`src/hw/rtl/energy_weighted_mean_rms_macros.svh`:
```
// ----------------------------------------------------------------------------
// Energy-weighted mean/RMS assertion macros
// Shorthand for clocked assertions with a synchronous active-low reset.
// ----------------------------------------------------------------------------
`ifndef ENERGY_WEIGHTED_MEAN_RMS_MACROS_SVH
`define ENERGY_WEIGHTED_MEAN_RMS_MACROS_SVH

// generic form: explicit clock and reset
`define EWMR_ASSERT_AT(label, clk, rstn, prop, msg) \
    label: assert property (@(posedge clk) disable iff (!rstn) prop) else $error(msg);

// block clock and reset
`define EWMR_ASSERT(label, prop, msg) \
    `EWMR_ASSERT_AT(label, aclk, aresetn, prop, msg)

`endif

```
`src/hw/rtl/ewmr_pkg.sv`:
```
// ----------------------------------------------------------------------------
// ewmr_pkg
// Shared types and constants of the energy-weighted mean/RMS block.
// ----------------------------------------------------------------------------
`default_nettype none

package ewmr_pkg;

    localparam int QB         = 33;  // quotient bits of the shared divider
    localparam int DIV_STEPS  = QB;
    localparam int SQRT_STEPS = 17;  // radicand below 2^34, two bits a step
    localparam int RAD_W      = 34;
    localparam int STEP_W     = 6;
    localparam int ETOT_W     = 26;
    localparam logic [63:0] ETOT_MAX = 64'd67108863;

    typedef enum logic [2:0] {
        S_ACCUM,
        S_DRAIN,
        S_DIVM,
        S_LDS,
        S_DIVS,
        S_LDR,
        S_SQRT,
        S_OUT
    } state_t;

    typedef struct packed {
        logic take;         // accept a beat this cycle
        logic div_ld_mean;  // snapshot sums, start mean division
        logic div_step;
        logic div_ld_sq;    // save mean, start square-sum division
        logic sqrt_ld;
        logic sqrt_step;
        logic out_ld;
    } cmd_t;

    typedef struct packed {
        logic busy;      // accumulation pipeline holds items
        logic out_free;  // output register can take a result
    } stat_t;

endpackage

`default_nettype wire

```
`src/hw/rtl/ewmr_ctrl.sv`:
```
// ----------------------------------------------------------------------------
// ewmr_ctrl
// Sequencer: intake, pipeline drain, divisions, square root, result load.
// ----------------------------------------------------------------------------
`default_nettype none

module ewmr_ctrl
    import ewmr_pkg::*;
(
    input  wire logic  aclk,
    input  wire logic  aresetn,
    input  wire logic  s_tvalid,
    input  wire logic  s_tlast,
    output logic       s_tready,
    input  wire stat_t stat,
    output cmd_t       cmd
);

    state_t            state_reg, state_next;
    logic [STEP_W-1:0] step_reg, step_next;

    always_ff @(posedge aclk) begin
        if (!aresetn) begin
            state_reg <= S_ACCUM;
            step_reg  <= '0;
        end else begin
            state_reg <= state_next;
            step_reg  <= step_next;
        end
    end

    always_comb begin
        state_next = state_reg;
        step_next  = step_reg;
        unique case (state_reg)
            S_ACCUM: if (s_tvalid && s_tlast) state_next = S_DRAIN;
            S_DRAIN: if (!stat.busy) begin
                state_next = S_DIVM;
                step_next  = '0;
            end
            S_DIVM: begin
                step_next = step_reg + 1'b1;
                if (step_reg == STEP_W'(DIV_STEPS - 1)) state_next = S_LDS;
            end
            S_LDS: begin
                state_next = S_DIVS;
                step_next  = '0;
            end
            S_DIVS: begin
                step_next = step_reg + 1'b1;
                if (step_reg == STEP_W'(DIV_STEPS - 1)) state_next = S_LDR;
            end
            S_LDR: begin
                state_next = S_SQRT;
                step_next  = '0;
            end
            S_SQRT: begin
                step_next = step_reg + 1'b1;
                if (step_reg == STEP_W'(SQRT_STEPS - 1)) state_next = S_OUT;
            end
            S_OUT: if (stat.out_free) state_next = S_ACCUM;
            default: state_next = S_ACCUM;
        endcase
    end

    always_comb begin
        cmd      = '0;
        s_tready = 1'b0;
        unique case (state_reg)
            S_ACCUM: begin
                s_tready = 1'b1;
                cmd.take = s_tvalid;
            end
            S_DRAIN: cmd.div_ld_mean = !stat.busy;
            S_DIVM:  cmd.div_step    = 1'b1;
            S_LDS:   cmd.div_ld_sq   = 1'b1;
            S_DIVS:  cmd.div_step    = 1'b1;
            S_LDR:   cmd.sqrt_ld     = 1'b1;
            S_SQRT:  cmd.sqrt_step   = 1'b1;
            S_OUT:   cmd.out_ld      = stat.out_free;
            default: cmd = '0;
        endcase
    end

endmodule

`default_nettype wire

```
`src/hw/rtl/ewmr_dp.sv`:
```
// ----------------------------------------------------------------------------
// ewmr_dp
// Datapath: distance and product pipeline, set accumulators, shared
// restoring divider, bit-pair square root and the output register.
// ----------------------------------------------------------------------------
`default_nettype none

`include "energy_weighted_mean_rms_macros.svh"

module ewmr_dp
    import ewmr_pkg::*;
#(
    parameter int MAX_ITEMS = 1024
) (
    input  wire logic        aclk,
    input  wire logic        aresetn,
    input  wire cmd_t        cmd,
    output stat_t            stat,
    input  wire logic [47:0] s_tdata,
    input  wire logic        s_tlast,
    input  wire logic        cfg_valid,
    input  wire logic        cfg_data,
    output logic             m_tvalid,
    input  wire logic        m_tready,
    output logic [63:0]      m_tdata,
    output logic [1:0]       m_tuser
);

    localparam int LOG    = $clog2(MAX_ITEMS);
    localparam int CNT_W  = $clog2(MAX_ITEMS + 2);
    localparam int ESUM_W = 16 + LOG;
    localparam int WV_W   = 33 + LOG;
    localparam int SQ_W   = 48 + LOG;
    localparam int REM_W  = ESUM_W + QB;
    localparam logic [CNT_W-1:0] CNT_MAX  = CNT_W'(MAX_ITEMS);
    localparam logic [CNT_W-1:0] CNT_OVER = CNT_W'(MAX_ITEMS + 1);

    // intake stage
    logic               angle_reg;
    logic               in_set_reg;
    logic signed [15:0] centre_reg;
    logic [CNT_W-1:0]   count_reg, count_next;
    logic               ovf_reg;

    logic [15:0]        in_e;
    logic signed [15:0] in_v, in_c, c_use;
    logic signed [16:0] diff, diff_w;
    logic [16:0]        mag;
    logic               acc_en;

    // product pipeline
    logic               p1_reg, p2_reg, p3_reg;
    logic [15:0]        e1_reg, e2_reg;
    logic signed [15:0] v1_reg;
    logic [16:0]        mag1_reg;
    logic signed [32:0] ev2_reg;
    logic [33:0]        sq2_reg;
    logic [47:0]        prod3_reg;
    logic [49:0]        prod3_full;

    // accumulators and snapshot
    logic [ESUM_W-1:0]      esum_reg, esum_s_reg;
    logic signed [WV_W-1:0] wvs_reg;
    logic [SQ_W-1:0]        wss_reg, wss_s_reg;
    logic [WV_W-1:0]        wvs_mag;
    logic                   neg_reg;

    // divider and square root
    logic [REM_W-1:0]  rem_reg, dsh_reg;
    logic [QB-1:0]     q_reg;
    logic [15:0]       mean_reg;
    logic [RAD_W-1:0]  x_reg, res_reg, bit_reg;
    logic [RAD_W-1:0]  trial;

    // output register
    logic              out_valid_reg;
    logic [15:0]       mean_o_reg, rms_o_reg;
    logic [ETOT_W-1:0] etot_o_reg;
    logic              empty_o_reg, ovf_o_reg;
    logic              empty_s;
    logic [63:0]       esum_ext;

    assign in_e = s_tdata[15:0];
    assign in_v = $signed(s_tdata[31:16]);
    assign in_c = $signed(s_tdata[47:32]);

    // first beat of a set supplies the centre
    assign c_use  = in_set_reg ? centre_reg : in_c;
    assign diff   = {in_v[15], in_v} - {c_use[15], c_use};
    assign diff_w = angle_reg ? {diff[15], diff[15:0]} : diff;
    assign mag    = diff_w[16] ? (~diff_w + 17'd1) : diff_w;
    assign acc_en = cmd.take && (count_reg < CNT_MAX);

    always_comb begin
        count_next = count_reg;
        if (cmd.take) count_next = acc_en ? count_reg + 1'b1 : CNT_OVER;
    end

    always_ff @(posedge aclk) begin
        if (!aresetn) begin
            angle_reg  <= 1'b0;
            in_set_reg <= 1'b0;
            centre_reg <= '0;
            count_reg  <= '0;
            ovf_reg    <= 1'b0;
        end else begin
            if (cfg_valid) angle_reg <= cfg_data;
            if (cmd.take) begin
                if (s_tlast) begin
                    in_set_reg <= 1'b0;
                    count_reg  <= '0;
                    ovf_reg    <= (count_next > CNT_MAX);
                end else begin
                    in_set_reg <= 1'b1;
                    centre_reg <= c_use;
                    count_reg  <= count_next;
                end
            end
        end
    end

    assign prod3_full = e2_reg * sq2_reg;

    always_ff @(posedge aclk) begin
        if (!aresetn) begin
            p1_reg <= 1'b0;
            p2_reg <= 1'b0;
            p3_reg <= 1'b0;
        end else begin
            p1_reg <= acc_en;
            p2_reg <= p1_reg;
            p3_reg <= p2_reg;
        end
    end

    always_ff @(posedge aclk) begin
        e1_reg    <= in_e;
        v1_reg    <= in_v;
        mag1_reg  <= mag;
        e2_reg    <= e1_reg;
        ev2_reg   <= $signed({1'b0, e1_reg}) * v1_reg;
        sq2_reg   <= mag1_reg * mag1_reg;
        prod3_reg <= prod3_full[47:0];
    end

    assign wvs_mag = wvs_reg[WV_W-1] ? WV_W'(-wvs_reg) : WV_W'(wvs_reg);

    always_ff @(posedge aclk) begin
        if (!aresetn) begin
            esum_reg <= '0;
            wvs_reg  <= '0;
            wss_reg  <= '0;
        end else if (cmd.div_ld_mean) begin
            esum_reg <= '0;
            wvs_reg  <= '0;
            wss_reg  <= '0;
        end else begin
            if (p2_reg) begin
                esum_reg <= esum_reg + ESUM_W'(e2_reg);
                wvs_reg  <= wvs_reg + WV_W'(ev2_reg);
            end
            if (p3_reg) wss_reg <= wss_reg + SQ_W'(prod3_reg);
        end
    end

    assign trial = res_reg + bit_reg;

    always_ff @(posedge aclk) begin
        if (cmd.div_ld_mean) begin
            esum_s_reg <= esum_reg;
            wss_s_reg  <= wss_reg;
            neg_reg    <= wvs_reg[WV_W-1];
            rem_reg    <= REM_W'(wvs_mag);
            dsh_reg    <= REM_W'(esum_reg) << (QB - 1);
            q_reg      <= '0;
        end else if (cmd.div_ld_sq) begin
            mean_reg <= neg_reg ? 16'(-q_reg[15:0]) : q_reg[15:0];
            rem_reg  <= REM_W'(wss_s_reg);
            dsh_reg  <= REM_W'(esum_s_reg) << (QB - 1);
            q_reg    <= '0;
        end else if (cmd.div_step) begin
            if (rem_reg >= dsh_reg) begin
                rem_reg <= rem_reg - dsh_reg;
                q_reg   <= {q_reg[QB-2:0], 1'b1};
            end else begin
                q_reg <= {q_reg[QB-2:0], 1'b0};
            end
            dsh_reg <= dsh_reg >> 1;
        end
        if (cmd.sqrt_ld) begin
            x_reg   <= RAD_W'(q_reg);
            res_reg <= '0;
            bit_reg <= RAD_W'(1) << (RAD_W - 2);
        end else if (cmd.sqrt_step) begin
            if (x_reg >= trial) begin
                x_reg   <= x_reg - trial;
                res_reg <= (res_reg >> 1) + bit_reg;
            end else begin
                res_reg <= res_reg >> 1;
            end
            bit_reg <= bit_reg >> 2;
        end
    end

    assign empty_s  = (esum_s_reg == '0);
    assign esum_ext = 64'(esum_s_reg);

    always_ff @(posedge aclk) begin
        if (!aresetn) begin
            out_valid_reg <= 1'b0;
        end else if (cmd.out_ld) begin
            out_valid_reg <= 1'b1;
        end else if (m_tready) begin
            out_valid_reg <= 1'b0;
        end
    end

    always_ff @(posedge aclk) begin
        if (cmd.out_ld) begin
            empty_o_reg <= empty_s;
            mean_o_reg  <= empty_s ? 16'd0 : mean_reg;
            rms_o_reg   <= empty_s ? 16'd0 : res_reg[15:0];
            etot_o_reg  <= (esum_ext > ETOT_MAX) ? ETOT_MAX[ETOT_W-1:0]
                                                 : esum_ext[ETOT_W-1:0];
            ovf_o_reg   <= ovf_reg;
        end
    end

    assign stat.busy     = p1_reg || p2_reg || p3_reg;
    assign stat.out_free = !out_valid_reg || m_tready;

    assign m_tvalid = out_valid_reg;
    assign m_tdata  = {6'd0, etot_o_reg, rms_o_reg, mean_o_reg};
    assign m_tuser  = {ovf_o_reg, empty_o_reg};

    `EWMR_ASSERT(a_count_bound, count_reg <= CNT_OVER, "item count past capacity mark")
    `EWMR_ASSERT(a_drained_first, cmd.div_ld_mean |-> !stat.busy, "division before drain")
    `EWMR_ASSERT(a_empty_zero, (out_valid_reg && empty_o_reg) |-> (mean_o_reg == 16'd0 && rms_o_reg == 16'd0), "empty set with nonzero result")

endmodule

`default_nettype wire

```
`src/hw/rtl/energy_weighted_mean_rms.sv`:
```
// Accumulation takes one beat per cycle through a three-stage product pipeline.
// A beat with tlast closes the set: intake stalls through the pipeline drain,
// two 33-step divisions on one shared divider, a 17-step square root and the
// loads, and while the output register still holds an unaccepted result.
// The result then sits in the output register; the next set may start at once.
// Reset (aresetn, synchronous, active low) clears the set state and angle_mode.
// ----------------------------------------------------------------------------
// energy_weighted_mean_rms
// Energy-weighted mean and RMS of a set of (energy, value) beats.
// ----------------------------------------------------------------------------
`default_nettype none

module energy_weighted_mean_rms
    import ewmr_pkg::*;
#(
    parameter int MAX_ITEMS = 1024
) (
    input  wire logic        aclk,
    input  wire logic        aresetn,
    input  wire logic        s_tvalid,
    output logic             s_tready,
    input  wire logic [47:0] s_tdata,   // energy[15:0], value[31:16], centre[47:32]
    input  wire logic        s_tlast,
    input  wire logic        cfg_valid,
    output logic             cfg_ready,
    input  wire logic        cfg_data,  // angle_mode
    output logic             m_tvalid,
    input  wire logic        m_tready,
    output logic [63:0]      m_tdata,   // mean[15:0], rms[31:16], energy_total[57:32], zeros
    output logic [1:0]       m_tuser    // empty_res[0], overflow[1]
);

    cmd_t  cmd;
    stat_t stat;

    assign cfg_ready = 1'b1;

    ewmr_ctrl u_ctrl (
        .aclk     (aclk),
        .aresetn  (aresetn),
        .s_tvalid (s_tvalid),
        .s_tlast  (s_tlast),
        .s_tready (s_tready),
        .stat     (stat),
        .cmd      (cmd)
    );

    ewmr_dp #(
        .MAX_ITEMS (MAX_ITEMS)
    ) u_dp (
        .aclk      (aclk),
        .aresetn   (aresetn),
        .cmd       (cmd),
        .stat      (stat),
        .s_tdata   (s_tdata),
        .s_tlast   (s_tlast),
        .cfg_valid (cfg_valid),
        .cfg_data  (cfg_data),
        .m_tvalid  (m_tvalid),
        .m_tready  (m_tready),
        .m_tdata   (m_tdata),
        .m_tuser   (m_tuser)
    );

endmodule

`default_nettype wire
```
`config.mk`:
```
export PLATFORM = sky130hd
export DESIGN_NAME = energy_weighted_mean_rms
export DESIGN_NICKNAME = d
export VERILOG_FILES = /design/src/hw/rtl/ewmr_pkg.sv /design/src/hw/rtl/ewmr_ctrl.sv /design/src/hw/rtl/ewmr_dp.sv /design/src/hw/rtl/energy_weighted_mean_rms.sv
export VERILOG_INCLUDE_DIRS = /design/src /design/src/hw/rtl
export SDC_FILE = /design/constraint.sdc
export NUM_CORES = 2
export LEC_CHECK = 0
export ABC_AREA = 1
export BUFFER_PORTS_ARGS = -buffer_cell sky130_fd_sc_hd__buf_2
export CAP_MARGIN = 25
export CORE_MARGIN = 2
export CORE_UTILIZATION = 40
export DETAILED_ROUTE_END_ITERATION = 16
export PLACE_DENSITY_LB_ADDON = 0.05
export SLEW_MARGIN = 30
export SYNTH_ARGS = -nofsm -noshare
export SYNTH_HDL_FRONTEND = slang
export SYNTH_SLANG_ARGS = --single-unit
```
`constraint.sdc`:
```
create_clock -name aclk -period 7.3 [get_ports aclk]
set_clock_uncertainty 0.2 [all_clocks]
set_input_delay 0.365 -clock aclk [delete_from_list [all_inputs] [get_ports aclk]]
set_output_delay 0.365 -clock aclk [all_outputs]
set_load 0.05 [all_outputs]
```
==> key figures <==
Cells and area
  • Layout area overhead: 8.56%
  • Fillers: 21163
  • Most frequent cells in the layout: 2925 x nand2_1, 2453 x inv_1, 902 x nor2_1, 830 x fa_1, 599 x ha_1
  • Final nets: 12816
  • Layout cell share with drive strength beyond 1: 4.75%
  • Non-Filler Instances: 14086
  • Most common cell after layout, fill and taps aside: nand2_1
  • Largest register FFs: 59
  • Layout Utilization: 43.7%

Timing
  • RSZ-0062 raised after global routing: false
  • Final hold violations: 0
  • Max Fclk: 151 MHz
  • Min Tclk post-route: between 6 and 7 ns
  • Slew HR: 26.7%
  • Worst-margin pin slew: about 1.1 ns
  • Final period util: 90.4%
  • Setup TNS: 0 ns
  • # setup viols final: 0
  • Count of pins over their slew limit: 0

Logic synthesis
  • Synthesized area per cell: 7.19 µm²
  • Post-synthesis simple-gate area fraction: 23.3%
  • Synth Register Bits: 745
  • Synth cell types: between 60 and 70
  • Mux cell area share after synthesis: 0.198%
  • Synth Area in XOR/XNOR: 2.83%
  • Synth Area in Compound Gates: 9.09%
  • Register area share after synthesis: 21.5%
  • Largest family of logic cells by synthesized area: adder cells
  • Mapped Cells: 11342
  • Post-synth EDFFs: 263
  • Number of synthesis warnings: 0
  • Post-synth top flop: dfxtp_1
  • Cell area after synthesis: 81600 µm²
  • Ys async rst share: 0%
  • Adder-Cell Fraction of Synth Area: 29.6%

Drt
  • Routed len/inst: 20.4 µm
  • Vias per inst: 5.05
  • Remaining DRCs: 0
  • WL final: 288 mm
  • Post-route antenna net violation count: 0
  • Vias: just over 70000
  • Initial DRC Count: 5588
  • Detailed Routing Iterations Pass 1: 6

Floorplanning
  • Io pins: between 100 and 150
  • Die area: ~210000 µm²
  • # rows: roughly 170
  • Core ar.: 203000 µm²
  • Die Wd: ~460 µm
  • Height of the die: 456 µm
  • Initial Util: 40.3%

Worst setup path
  • Setup crit start kind: register
  • Crit. End Element: register
  • Required @ worst endpoint: about 7.7 ns
  • Largest fanout on the critical path: 14
  • Arrival time at the worst endpoint: 7.01 ns
  • Crit path kind: register to register
  • Worst r2r src: u_dp.e2_reg[7]$_DFF_P_
  • CP Launch Point: u_dp.e2_reg[7]$_DFF_P_

GRT
  • GRT Resource Usage Total: 27.5%
  • Global-route wire length before repair: around 440 mm
  • Vias in the first global route: 71767
  • Largest net degree at the start of global routing: 102
  • Initial antenna violation count: 7
  • Grt ovf: 0

Clock tree
  • TritonCTS clock tree: yes
  • Clock Pin Slew Worst Setup and Hold Paths: ~0.060 ns
  • CTS root buffer: clkbuf_16
  • Worst-skew pair later-pin latency: approximately 0.76 ns
  • CTS Buffer Depth: 3
  • Htree depth: 3
  • CTS sink count: 745
  • CTS buffer count: 94
  • Post-cts sizing count: 0

Worst hold path
  • Hold wc startpoint: s_tdata[12]
  • Path category of the worst min-delay check: input pin to register

Job
  • Max cap viols: 0

Place
  • DP HPWL: 236 mm
  • GPL Wtd Cong: roughly 0.98
  • Dpl cells: 13856
  • IO buf count: 116

Status
  • Status: complete, no violations
Yosys cell counts, types with 28 or more instances:
library cell / count / area share (%)
nor3_1: 102 / 0.63
o21ai_1: 62 / 0.38
o21ai_0: 421 / 2.6
nand4_1: 78 / 0.60
clkbuf_1: 325 / 1.5
dfxtp_1: 482 / 12
a211oi_1: 28 / 0.26
o211ai_1: 37 / 0.34
edfxtp_1: 263 / 9.7
a31oi_1: 33 / 0.25
xor2_1: 172 / 1.8
ha_1: 599 / 9.2
buf_2: 38 / 0.23
inv_1: 2456 / 11
a21oi_1: 598 / 3.7
nor2_1: 907 / 4.2
nand2_1: 2926 / 13
or2_2: 28 / 0.21
inv_2: 36 / 0.17
o21bai_1: 42 / 0.39
xnor2_1: 88 / 0.94
fa_1: 830 / 20
nand3_1: 470 / 2.9
worst max-delay path: stages, from the launching register on:
cell,delay [ns]
dfxtp_1,0.73
buf_4,0.34
nand2_1,0.11
fa_1,0.61
fa_1,0.45
fa_1,0.51
fa_1,0.50
inv_1,0.05
fa_1,0.55
inv_1,0.08
fa_1,0.48
inv_1,0.04
ha_1,0.44
nand2_1,0.11
nor2_1,0.15
inv_1,0.10
nor2_1,0.09
inv_1,0.07
nor2_1,0.14
nand3_1,0.12
o2111ai_1,0.20
xor2_1,0.36
cells by family after synthesis:
group / Yosys count
simple gates: 4655
buf+inv: 2888
fa+ha+maj: 1429
compound gates: 1345
flops: 745
xor+xnor: 262
mux: 16
other cells: 2
worst paths after layout:
check,end,slack [ns],cells past startpoint
worst max-delay path,u_dp.prod3_reg[41]$_DFF_P_,0.70,21
worst min-delay path,u_dp.e1_reg[12]$_DFF_P_,0.08,2
worst max register to register,u_dp.prod3_reg[41]$_DFF_P_,0.70,21
worst min register to register,u_dp.esum_s_reg[25]$_DFFE_PP_,0.23,0
through the flow:
step           hold WS (ns)  setup WS, ns  instance area, µm²
6_report             0.0769         0.698               88600
5_1_grt              0.0562         0.330               88600
4_1_cts              0.0210         0.671               88500
3_5_place_dp          0.215         0.658               84900
3_3_place_gp          0.216         0.725               84900
2_1_floorplan         0.129          1.39               81600
area by class of cell:
cell class	instances	area, µm²	share of cell area [%]
inverter	2493	9360	10.6
timing repair buffer	276	2000	2.25
multi-input combinational	7722	53100	60.0
clock inverter	51	558	0.630
clock buffer	126	2620	2.95
sequential	745	17600	19.8
antenna	1	2.50	0.00283
tap	2672	3340	3.77
what timing repair did:
item,in CTS,in global routing
setup buffers,0,0
hold buffers,51,0
hold endpoints to repair,55,0
routing by layer:
metal,up-vias,track usage (%),wire [µm]
met5,-,0,0
met1,34348,37.9,132000
met2,1800,46.0,134000
met4,0,7.29,8380
li1,34723,-,-
met3,326,2.65,13300
Power is left out: the tool's default activity adds up to more than one toggle a clock period on the data nets, which glitch-free logic cannot reach.
